### src/design/brac_pkg.sv
package brac_pkg;

    localparam int BITMAP_BLOCKS_DEF  = 4;
    localparam int BITS_PER_BLOCK_DEF = 1024;

    localparam int WORD_W   = 32;
    localparam int WORD_BITS = 32;
    localparam int BIT_W    = 5;
    localparam int REC_W    = 12;
    localparam int STATUS_W = 2;

    localparam logic KIND_ALLOC = 1'b0;
    localparam logic KIND_FREE  = 1'b1;

    localparam logic [STATUS_W-1:0] STATUS_OK             = 2'd0;
    localparam logic [STATUS_W-1:0] STATUS_FULL           = 2'd1;
    localparam logic [STATUS_W-1:0] STATUS_NOT_ALLOCATED  = 2'd2;

    typedef struct packed {
        logic             kind;
        logic [REC_W-1:0] record_index;
    } req_t;

    typedef struct packed {
        logic [REC_W-1:0]    allocated_index;
        logic [STATUS_W-1:0] status;
    } rsp_t;

    typedef struct packed {
        logic             full;
        logic [BIT_W-1:0] lowest;
        logic             bit_hit;
    } word_info_t;

endpackage

### src/design/bitmap_record_allocator_core.sv
// First-fit record allocator over a bitmap of 32-bit words kept in one RAM.
// Request channel (req_valid / req_stall / req): kind selects allocate or
// free; record_index names the record to free. Response channel
// (rsp_valid / rsp_stall / rsp): exactly one response per request, with
// allocated_index and status (ok, full, not allocated).
// One request is handled at a time; req_stall is high while it is in work.
// Allocate: for each word scanned, a RAM read state (S_ARD), then a test
// state (S_ACHK), over up to SLOT_WORDS words, then S_RESP to respond; the
// single RAM read port and the word test unit set this. Free: S_FDIV steps
// one block at a time to locate the record (at most BITMAP_BLOCKS), then
// S_FRD reads, S_FCHK tests and S_RESP responds. The next request is taken
// in S_IDLE once the response register loads, never while one is in work.
// After reset a clearing pass writes every word (SLOT_WORDS words, 128 at
// default settings), leaving only record 0 set; requests stall meanwhile.
// The response sits in an output register; if rsp_stall holds it there, a
// finished request waits for the register to free up before responding.
module bitmap_record_allocator_core #(
    parameter int BITMAP_BLOCKS  = brac_pkg::BITMAP_BLOCKS_DEF,
    parameter int BITS_PER_BLOCK = brac_pkg::BITS_PER_BLOCK_DEF
) (
    input  logic           clk,
    input  logic           rst_n,
    input  logic           req_valid,
    output logic           req_stall,
    input  brac_pkg::req_t req,
    output logic           rsp_valid,
    input  logic           rsp_stall,
    output brac_pkg::rsp_t rsp
);

    localparam int WPB        = BITS_PER_BLOCK / brac_pkg::WORD_BITS;
    localparam int SLOT_WORDS = BITMAP_BLOCKS * WPB;
    localparam int TOTAL      = BITMAP_BLOCKS * BITS_PER_BLOCK;
    localparam int AW         = (SLOT_WORDS > 1) ? $clog2(SLOT_WORDS) : 1;
    localparam int CW         = $clog2(SLOT_WORDS + 1);
    localparam int RW0        = $clog2(TOTAL + 1);
    localparam int RW         = (RW0 > brac_pkg::REC_W) ? RW0 : brac_pkg::REC_W;
    localparam int KW         = $clog2(BITMAP_BLOCKS + 1);
    localparam int WBW        = (WPB > 1) ? $clog2(WPB) : 1;

    typedef enum logic [7:0] {
        S_CLEAR = 8'b00000001,
        S_IDLE  = 8'b00000010,
        S_ARD   = 8'b00000100,
        S_ACHK  = 8'b00001000,
        S_FDIV  = 8'b00010000,
        S_FRD   = 8'b00100000,
        S_FCHK  = 8'b01000000,
        S_RESP  = 8'b10000000
    } state_t;

    state_t                        state_reg, state_next;
    logic [AW-1:0]                 idx_reg, idx_next;
    logic [KW-1:0]                 k_reg, k_next;
    logic [WBW-1:0]                wib_reg, wib_next;
    logic [RW-1:0]                 rec_base_reg, rec_base_next;
    logic [RW-1:0]                 blk_base_reg, blk_base_next;
    logic [RW-1:0]                 within_reg, within_next;
    logic [CW-1:0]                 wbase_reg, wbase_next;
    logic [brac_pkg::REC_W-1:0]    res_idx_reg, res_idx_next;
    logic [brac_pkg::STATUS_W-1:0] res_status_reg, res_status_next;
    logic                          rsp_valid_reg, rsp_valid_next;
    brac_pkg::rsp_t                rsp_reg, rsp_next;

    logic                          wr_en;
    logic [brac_pkg::WORD_W-1:0]   wr_data;
    logic [brac_pkg::WORD_W-1:0]   rd_data;
    brac_pkg::word_info_t          info;
    logic [brac_pkg::WORD_W-1:0]   set_word;
    logic [brac_pkg::WORD_W-1:0]   clr_word;
    logic [RW-1:0]                 word_in_blk;
    logic [CW-1:0]                 idx_calc;
    logic [RW-1:0]                 rec_found;

    brac_ram #(
        .WIDTH (brac_pkg::WORD_W),
        .DEPTH (SLOT_WORDS)
    ) u_ram (
        .clk     (clk),
        .wr_en   (wr_en),
        .wr_addr (idx_reg),
        .wr_data (wr_data),
        .rd_addr (idx_reg),
        .rd_data (rd_data)
    );

    brac_word u_word (
        .word     (rd_data),
        .bit_sel  (within_reg[brac_pkg::BIT_W-1:0]),
        .info     (info),
        .set_word (set_word),
        .clr_word (clr_word)
    );

    assign word_in_blk = within_reg >> brac_pkg::BIT_W;
    assign idx_calc    = wbase_reg + word_in_blk[CW-1:0];
    assign rec_found   = rec_base_reg + RW'(info.lowest);

    always_comb
    begin
        state_next      = state_reg;
        idx_next        = idx_reg;
        k_next          = k_reg;
        wib_next        = wib_reg;
        rec_base_next   = rec_base_reg;
        blk_base_next   = blk_base_reg;
        within_next     = within_reg;
        wbase_next      = wbase_reg;
        res_idx_next    = res_idx_reg;
        res_status_next = res_status_reg;
        rsp_valid_next  = rsp_valid_reg & rsp_stall;
        rsp_next        = rsp_reg;
        wr_en           = 1'b0;
        wr_data         = '0;

        case (state_reg)
            S_CLEAR:
            begin
                wr_en   = 1'b1;
                wr_data = (idx_reg == '0) ? brac_pkg::WORD_W'(1) : '0;
                if (idx_reg == AW'(SLOT_WORDS - 1))
                begin
                    idx_next   = '0;
                    state_next = S_IDLE;
                end
                else
                begin
                    idx_next = idx_reg + AW'(1);
                end
            end
            S_IDLE:
            begin
                if (req_valid)
                begin
                    idx_next        = '0;
                    k_next          = '0;
                    wib_next        = '0;
                    rec_base_next   = '0;
                    blk_base_next   = '0;
                    wbase_next      = '0;
                    within_next     = RW'(req.record_index);
                    res_idx_next    = '0;
                    state_next      = (req.kind == brac_pkg::KIND_ALLOC) ? S_ARD : S_FDIV;
                end
            end
            S_ARD:
            begin
                state_next = S_ACHK;
            end
            S_ACHK:
            begin
                if (!info.full)
                begin
                    wr_en           = 1'b1;
                    wr_data         = set_word;
                    res_idx_next    = rec_found[brac_pkg::REC_W-1:0];
                    res_status_next = brac_pkg::STATUS_OK;
                    state_next      = S_RESP;
                end
                else if (wib_reg == WBW'(WPB - 1) && k_reg == KW'(BITMAP_BLOCKS - 1))
                begin
                    res_idx_next    = '0;
                    res_status_next = brac_pkg::STATUS_FULL;
                    state_next      = S_RESP;
                end
                else
                begin
                    idx_next = idx_reg + AW'(1);
                    if (wib_reg == WBW'(WPB - 1))
                    begin
                        wib_next      = '0;
                        k_next        = k_reg + KW'(1);
                        blk_base_next = blk_base_reg + RW'(BITS_PER_BLOCK);
                        rec_base_next = blk_base_reg + RW'(BITS_PER_BLOCK);
                    end
                    else
                    begin
                        wib_next      = wib_reg + WBW'(1);
                        rec_base_next = rec_base_reg + RW'(brac_pkg::WORD_BITS);
                    end
                    state_next = S_ARD;
                end
            end
            S_FDIV:
            begin
                if (k_reg == KW'(BITMAP_BLOCKS))
                begin
                    res_status_next = brac_pkg::STATUS_NOT_ALLOCATED;
                    state_next      = S_RESP;
                end
                else if (within_reg >= RW'(BITS_PER_BLOCK))
                begin
                    within_next = within_reg - RW'(BITS_PER_BLOCK);
                    k_next      = k_reg + KW'(1);
                    wbase_next  = wbase_reg + CW'(WPB);
                end
                else if (word_in_blk >= RW'(WPB))
                begin
                    res_status_next = brac_pkg::STATUS_NOT_ALLOCATED;
                    state_next      = S_RESP;
                end
                else
                begin
                    idx_next   = idx_calc[AW-1:0];
                    state_next = S_FRD;
                end
            end
            S_FRD:
            begin
                state_next = S_FCHK;
            end
            S_FCHK:
            begin
                if (info.bit_hit)
                begin
                    wr_en           = 1'b1;
                    wr_data         = clr_word;
                    res_status_next = brac_pkg::STATUS_OK;
                end
                else
                begin
                    res_status_next = brac_pkg::STATUS_NOT_ALLOCATED;
                end
                state_next = S_RESP;
            end
            S_RESP:
            begin
                if (!rsp_valid_reg || !rsp_stall)
                begin
                    rsp_valid_next           = 1'b1;
                    rsp_next.allocated_index = res_idx_reg;
                    rsp_next.status          = res_status_reg;
                    state_next               = S_IDLE;
                end
            end
            default:
            begin
                state_next = S_IDLE;
            end
        endcase
    end

    always_ff @(posedge clk or negedge rst_n)
    begin
        if (!rst_n)
        begin
            state_reg     <= S_CLEAR;
            idx_reg       <= '0;
            k_reg         <= '0;
            wib_reg       <= '0;
            rsp_valid_reg <= 1'b0;
        end
        else
        begin
            state_reg     <= state_next;
            idx_reg       <= idx_next;
            k_reg         <= k_next;
            wib_reg       <= wib_next;
            rsp_valid_reg <= rsp_valid_next;
        end
    end

    always_ff @(posedge clk)
    begin
        rec_base_reg   <= rec_base_next;
        blk_base_reg   <= blk_base_next;
        within_reg     <= within_next;
        wbase_reg      <= wbase_next;
        res_idx_reg    <= res_idx_next;
        res_status_reg <= res_status_next;
        rsp_reg        <= rsp_next;
    end

    assign req_stall = (state_reg != S_IDLE);
    assign rsp_valid = rsp_valid_reg;
    assign rsp       = rsp_reg;

`ifndef NO_ASSERTIONS
    a_rsp_from_resp: assert property (@(posedge clk) disable iff (!rst_n)
        $rose(rsp_valid_reg) |-> $past(state_reg == S_RESP))
        else $error("response raised outside the respond state");

    a_achk_next: assert property (@(posedge clk) disable iff (!rst_n)
        state_reg == S_ACHK |=> (state_reg == S_ARD || state_reg == S_RESP))
        else $error("allocate scan left its loop unexpectedly");

    a_clear_writes: assert property (@(posedge clk) disable iff (!rst_n)
        state_reg == S_CLEAR |-> (wr_en && req_stall))
        else $error("clearing pass skipped a write or took a request");

    a_free_blocks: assert property (@(posedge clk) disable iff (!rst_n)
        state_reg == S_FDIV |-> k_reg <= KW'(BITMAP_BLOCKS))
        else $error("free locate stepped past the last block");

    a_idle_no_write: assert property (@(posedge clk) disable iff (!rst_n)
        (state_reg == S_IDLE || state_reg == S_RESP) |-> !wr_en)
        else $error("bitmap written outside a check or clear step");
`endif

endmodule

### src/design/brac_ram.sv
module brac_ram #(
    parameter int WIDTH = 32,
    parameter int DEPTH = 128
) (
    input  logic                                  clk,
    input  logic                                  wr_en,
    input  logic [((DEPTH > 1) ? $clog2(DEPTH) : 1)-1:0] wr_addr,
    input  logic [WIDTH-1:0]                      wr_data,
    input  logic [((DEPTH > 1) ? $clog2(DEPTH) : 1)-1:0] rd_addr,
    output logic [WIDTH-1:0]                      rd_data
);

    logic [WIDTH-1:0] mem_reg [DEPTH];
    logic [WIDTH-1:0] rd_data_reg;

    always_ff @(posedge clk)
    begin
        if (wr_en)
        begin
            mem_reg[wr_addr] <= wr_data;
        end
        rd_data_reg <= mem_reg[rd_addr];
    end

    assign rd_data = rd_data_reg;

endmodule

### src/design/brac_word.sv
module brac_word (
    input  logic [brac_pkg::WORD_W-1:0] word,
    input  logic [brac_pkg::BIT_W-1:0]  bit_sel,
    output brac_pkg::word_info_t        info,
    output logic [brac_pkg::WORD_W-1:0] set_word,
    output logic [brac_pkg::WORD_W-1:0] clr_word
);

    // binary search for the lowest zero bit, five halving steps
    function automatic logic [brac_pkg::BIT_W-1:0] lowest_zero(
        input logic [brac_pkg::WORD_W-1:0] w
    );
        logic [brac_pkg::WORD_W-1:0] x;
        logic [brac_pkg::BIT_W-1:0]  pos;
        x   = ~w;
        pos = '0;
        if (x[15:0] == 16'h0)
        begin
            pos[4] = 1'b1;
            x      = x >> 16;
        end
        if (x[7:0] == 8'h0)
        begin
            pos[3] = 1'b1;
            x      = x >> 8;
        end
        if (x[3:0] == 4'h0)
        begin
            pos[2] = 1'b1;
            x      = x >> 4;
        end
        if (x[1:0] == 2'h0)
        begin
            pos[1] = 1'b1;
            x      = x >> 2;
        end
        if (x[0] == 1'b0)
        begin
            pos[0] = 1'b1;
        end
        return pos;
    endfunction

    assign info.full    = (word == '1);
    assign info.lowest  = lowest_zero(word);
    assign info.bit_hit = word[bit_sel];

    assign set_word = word | (brac_pkg::WORD_W'(1) << info.lowest);
    assign clr_word = word & ~(brac_pkg::WORD_W'(1) << bit_sel);

endmodule
### config.mk
export PLATFORM = sky130hd
export DESIGN_NAME = bitmap_record_allocator_core
export DESIGN_NICKNAME = d
export VERILOG_FILES = /design/src/design/brac_pkg.sv /design/src/design/bitmap_record_allocator_core.sv /design/src/design/brac_ram.sv /design/src/design/brac_word.sv
export SDC_FILE = /design/constraint.sdc
export NUM_CORES = 2
export LEC_CHECK = 0
export ABC_CLOCK_PERIOD_IN_PS = 21600
export BUFFER_PORTS_ARGS = -buffer_cell sky130_fd_sc_hd__buf_2
export CAP_MARGIN = 10
export CORE_MARGIN = 10
export CORE_UTILIZATION = 48
export DETAILED_ROUTE_END_ITERATION = 10
export PLACE_DENSITY_LB_ADDON = 0.3
export SLEW_MARGIN = 40
export SYNTH_ARGS = -nofsm -noshare
export SYNTH_HDL_FRONTEND = slang
export SYNTH_HIERARCHICAL = 1
export SYNTH_SLANG_ARGS = --single-unit
export TNS_END_PERCENT = 5
### constraint.sdc
create_clock -name clk -period 21.6 [get_ports clk]
set_input_delay 3.24 -clock clk [delete_from_list [all_inputs] [get_ports clk]]
set_output_delay 3.24 -clock clk [all_outputs]
set_load 0.01 [all_outputs]
Word level (Yosys, flattened, before mapping)
Memories as Yosys holds them, arrays and structs flattened. A register that Yosys moved wholly into a read port is not among the register bits.
Index checks and enable logic that the tools add are counted.
Word-level totals
  bits in latches: 0
  bits of input ports: 17
  output and inout port bits: 16
  logic and storage cells: 163
  register bits: 99
  RAM bits: 4096
  bits in read-only memories: 0
  memories kept: 1
Memories
  u_ram.mem_reg: words 128, bits a word 32, read ports 1, clocked after Yosys merged registers in 1, wr ports 1, line brac_ram.sv:13  | logic [WIDTH-1:0] mem_reg [DEPTH];
Cells by class
  bitwise logic cells: 5
  divide/modulo/power cells: 0
  mux-type cells: 80
  $add $sub $neg: 9
  $mul: 0
  reductions and logical operators: 23
  shift-type cells: 2
  $lt $le $gt $ge: 3
  equality and inequality tests: 27
Operators with widths (number)
  $mux 13: 10
  $pmux 32 s3: 1
  $mux 8: 11
  $pmux 13 s2: 3
  $mux 32: 2
  $pmux 8 s8: 1
  $shl 1x5->32 const A: 2
  $mux 7: 8
  $mux 12: 3
  $and 32x32->32: 1
  $eq 32x32->1 const B: 1
  $not 32->32: 1
  $or 32x32->32: 1
  $not 31->31: 1
  $pmux 7 s4: 1
  $mux 5: 5
  $pmux 12 s2: 1
  $mux 3: 7
  $ne 2x2->1 const B: 10
  $logic_not 16->1: 1
  $pmux 8 s2: 1
  $reduce_and 4->1: 4
  $mux 15: 1
  $mux 1: 14
  47 further kinds: 58

Depth between registers and ports, before layout
  depth in word-level cells: 14
  depth in mapped cells: 16
  gate-level depth less buffers: 14

Cells and area by module
Netlist, hierarchy kept.
By module, submodules not included
  brac_ram: times used 1, area an instance 156276.1 sq um, cells an instance 5990, seq. area each 123638.6 sq um
  bitmap_record_allocator_core: times used 1, area an instance 4445.5 sq um, cells an instance 391, seq. area each 2313.5 sq um
  brac_word: times used 1, area an instance 1383.8 sq um, cells an instance 184, seq. area each 0.0 sq um

Least setup slack after synthesis
OpenSTA, ideal clock, no wires.
  path type: register to register
  start point: reg state_reg[1]
  end point: mem u_ram.mem_reg[0][0], data pin
  arrival: 6.044 ns
  stages on the path, launching flop included: 5
  data required time: 20.404 ns
  clock period less this slack: 7.241 ns
  library setup time: 1.196 ns
  setup slack: 14.359 ns
  cells stage by stage: dfrtp_1 buf_2 nor4_1 nand4b_1 o21ai_0
Between the ends
  word-level cells in the longest chain between the ends: 2
  elaborated cells on any way between the ends: 4
Ends and longest elaborated chain
  start: declaration: line bitmap_record_allocator_core.sv:52  | state_t state_reg, state_next;
  start signal: assignment: line bitmap_record_allocator_core.sv:255  | state_reg <= state_next;
  $eq 8x7->1, or another cell as far along: line bitmap_record_allocator_core.sv:116  | case (state_reg)
  $pmux 32 s3 *: line bitmap_record_allocator_core.sv:116
  named net wr_data, one bit: line bitmap_record_allocator_core.sv:66  | logic [brac_pkg::WORD_W-1:0] wr_data;
  end: declaration: line brac_ram.sv:13
Mark *: on every way through the listed nets, which the timed path passes. The rest lies on a longest branch.

==> metrics.sh <==
RSZ_0062_RAISED_AFTER_GLOBAL_ROUTING='false'
STATUS='finished, final reports clean'
FINALWORSTSETUPSLACK_NS=15.32
MOSTFREQUENTLAYOUTCELLS='4153 x edfxtp_1, 1353 x mux4_2, 412 x clkbuf_16'
CRITICAL_PATH.ENDPOINT_TYPE='flip-flop'
TIMING.FINAL.CRIT_PERIOD_NS=6.28
LARGEST_REGISTER_FF_COUNT=4096
SLEW_HEADROOM=0.333
CLOCK-SINKS=4209
DR_TOTAL_VIAS=76100
CRIT_PATH_START_KIND='flip-flop'
CHIPWIDTH_MICRONS=601
POWER.CLOCK.FRACTION=0.335
DESIGN.FINAL.NETS=6946
POST_SYNTH_INSTANCE_AREA_SQ_UM=162000
CLOCK_LATENCY_NS=0.97
FINALCOREUTILIZATION=0.544
CTSLONGESTPATHBUFFERS=4
YOSYSUNIQUECELLTYPES=82
DP_HPWL_MICRONS=228000
DIE_OUTLINE_AREA_SQ_UM=361000
GPL.FINAL_WEIGHTED_CONGESTION=0.844
TOTALWIRELENGTH_MICRONS=417000
IO_BUFFER_COUNT=32
TYPE_OF_THE_WORST_SETUP_PATH='reg -> reg'
CP.ARRIVAL_NS=7.12
TRACK_USAGE=0.226
SEQ_POWER_SHARE=0.446
COMBINATIONALPOWERSHARE=0.219
VIA_COUNT_OF_THE_FIRST_GLOBAL_ROUTING_PASS=75800
CRITPATHMAXFANOUT=50
INITIALDRTVIOLATIONCOUNT=11700
POWER.NET_SWITCHING_mW=5.71
POST_ROUTE_CELLS_DRIVE_ABOVE_1_SHARE=0.341
GLOBAL_ROUTE.OVERFLOW_TOTAL=0
GLOBAL_ROUTE_WIRE_LENGTH_BEFORE_REPAIR_MICRONS=587000
DRT_DRC_VIOLATIONS_LEFT=0
VIA_PER_INST=6.46
CORE_AREA_SQ_UM=337000
LARGEST_NET_DEGREE_AT_THE_START_OF_GLOBAL_ROUTING=138
TIMING.CRITICAL_PATH.REQUIRED_NS=22.44
SYNTH.YOSYS.SEQ_AREA_SHARE=0.777
HTREEDEPTH=5
CTS_POST_SETUP_BUFFERS_INSERTED=0
MAX_CAP_VIOL_COUNT=0
MIN_PERIOD_OVER_PERIOD=0.291
CTS_MADE_BUFFERS=406
YOSYS_MOST_USED_DFF='edfxtp_1'
SYN2LAYOUT_AREA_GROWTH_PCT=12.9
ANT_NETS=0
TIMING_WORST_SLEW_PIN_VALUE_NS=1.00
SLEW_VIOL_FINAL=0
WORST_SUPPLY_VOLTAGE_DROP_ON_VDD_mV=0.0891
CLOCK_SKEW_NS=0.0791
ANTENNA_FOUND_INITIAL=41
SETUP_TNS_NS=0
DR.PASS1.ITERS=6
CTS_ROOT_BUF='clkbuf_16'
EFFECTIVE_UTILIZATION_AT_FLOORPLAN=0.482
CLK_TRANSITION_REPORTED_PATHS_NS=0.06
DP.CELLS=11000
P_INT_mW=14.8
HOLDBUFCOUNTCTS=0
POST_CTS_RESIZE_COUNT=0
SETUP_VIOLATIONS=0
ROWS=213
TIMING_HOLD_VIOLATIONS_FINAL=0
POST_SYNTH_INST_COUNT=6565
POST_DRT_WL_PER_CELL_MICRONS=35.4
TRITONCTS='yes'
FLOORPLAN.IO_PINS=33
EDFF_COUNT_SYNTH=4153
YOSYS_WARN_COUNT=6
POWER.DENSITY_CELL_AREA_nW_PER_UM2=112
ASYNC_RESET_FF_FRAC=0.00570
COMMONEST_NON_FILL_NON_TAP_CELL_IN_THE_LAYOUT='edfxtp_1'
MIN_PATH_TYPE='reg -> reg'
STATIC_LEAKAGE_nW=48.4
SYN-MEAN-INSTANCE-AREA_SQ_UM=24.7
NFILLCELLS=24300
FMAX_MHz=159
SYNTH_FP_NETS=6599
SYNTH-SEQ-CELLS=4209
DIE_H_MICRONS=601
DETAILEDPLACE.WORSTSLACK_NS=14.89
FINAL_CELLS=11800
SWITCHING_SHARE=0.278
synth_stat cells (8+ instances only):
library cell / number / area [sq um]
a21boi_0: 17 / 128
a21o_1: 17 / 128
a21oi_1: 16 / 80.1
a22o_1: 35 / 307
and2_1: 23 / 144
buf_1: 51 / 191
buf_2: 86 / 430
clkbuf_1: 196 / 736
dfrtp_1: 23 / 576
dfxtp_1: 32 / 641
edfxtp_1: 4153 / 125000
ha_1: 16 / 200
inv_1: 18 / 67.6
mux2_2: 33 / 372
mux4_2: 1353 / 30500
nand2_1: 43 / 161
nand2b_1: 11 / 68.8
nand3_1: 27 / 135
nand4_1: 13 / 81.3
nor2_1: 162 / 608
nor2b_1: 12 / 75.1
nor3_1: 19 / 95.1
o21a_1: 14 / 105
o21ai_0: 21 / 105
o21ai_1: 9 / 45.0
o21bai_1: 12 / 90.1
or3_1: 8 / 50.1
xnor2_1: 16 / 140
logic make-up after synthesis:
family | after synthesis | synth area share
adders and majority gates | 17 | 0.00136
DFF | 4209 | 0.777
other | 1 | 0.0000231
muxes | 1393 | 0.191
buffers and inverters | 366 | 0.00963
xor gates and xnor gates | 16 | 0.000864
AOI/OAI and AO/OA | 193 | 0.00905
and+or+nand+nor | 370 | 0.0112
layout make-up:
cell class	instances	area, sq um	share of cell area
diodes	23	57.6	0.000314
clock buffers	497	10700	0.0586
clock inverters	236	2080	0.0113
inverters	21	83.8	0.000458
multi-input cells	1990	35900	0.196
flip-flops and latches	4209	126000	0.688
well taps	4515	5650	0.0309
repair buffers	284	2570	0.0141
layer usage:
| layer | up-vias | GRT usage | wire (microns) |
|---|---|---|---|
| li1 | 29300 | - | - |
| met1 | 41400 | 0.326 | 158000 |
| met2 | 4638 | 0.345 | 195000 |
| met3 | 702 | 0.0516 | 48600 |
| met4 | 14 | 0.0796 | 15700 |
| met5 | - | 0 | 80 |
stage by stage:
stage | area, sq um | total power, mW | hold slack, ns
floorplan | 162000 | 12.2 | 0.400
global placement | 170000 | 13.7 | 0.409
detailed placement | 170000 | 13.8 | 0.405
CTS | 183000 | 20.6 | 0.419
global route | 183000 | 21.2 | 0.435
finish | 183000 | 20.5 | 0.417
power by group through the flow:
stage          Sequential (mW)  Combinational [mW]  Clock (mW)
6_report                  9.16                4.50        6.89
3_5_place_dp              9.33                4.48           0
5_1_grt                   9.16                4.69        7.31
3_3_place_gp              9.34                4.40           0
2_1_floorplan             9.23                3.01           0
4_1_cts                   9.16                4.49        6.99
critical path: stages (launching register included):
cell and delay (ns):
dfrtp_4 0.90, buf_6 0.61, buf_4 0.63, buf_6 0.57
buf_6 0.58, buf_4 0.68, mux4_2 0.58, mux4_2 0.55
mux4_2 0.51, mux2_2 0.29
worst paths after layout:
check	from	end	slack, ns	cells after the start
worst min-delay path	res_idx_reg[1]	rsp[3]	0.42	0
min in group asynchronous	rst_n	state_reg[2]	2.28	1
max in group asynchronous	rst_n	idx_reg[4]	18.86	1
worst max-delay path	idx_reg[0]	u_ram/rd_data[3]	15.32	9
worst min register to register	res_idx_reg[1]	rsp[3]	0.42	0
worst max register to register	idx_reg[0]	u_ram/rd_data[3]	15.32	9
Power figures use the tool's default switching activity.
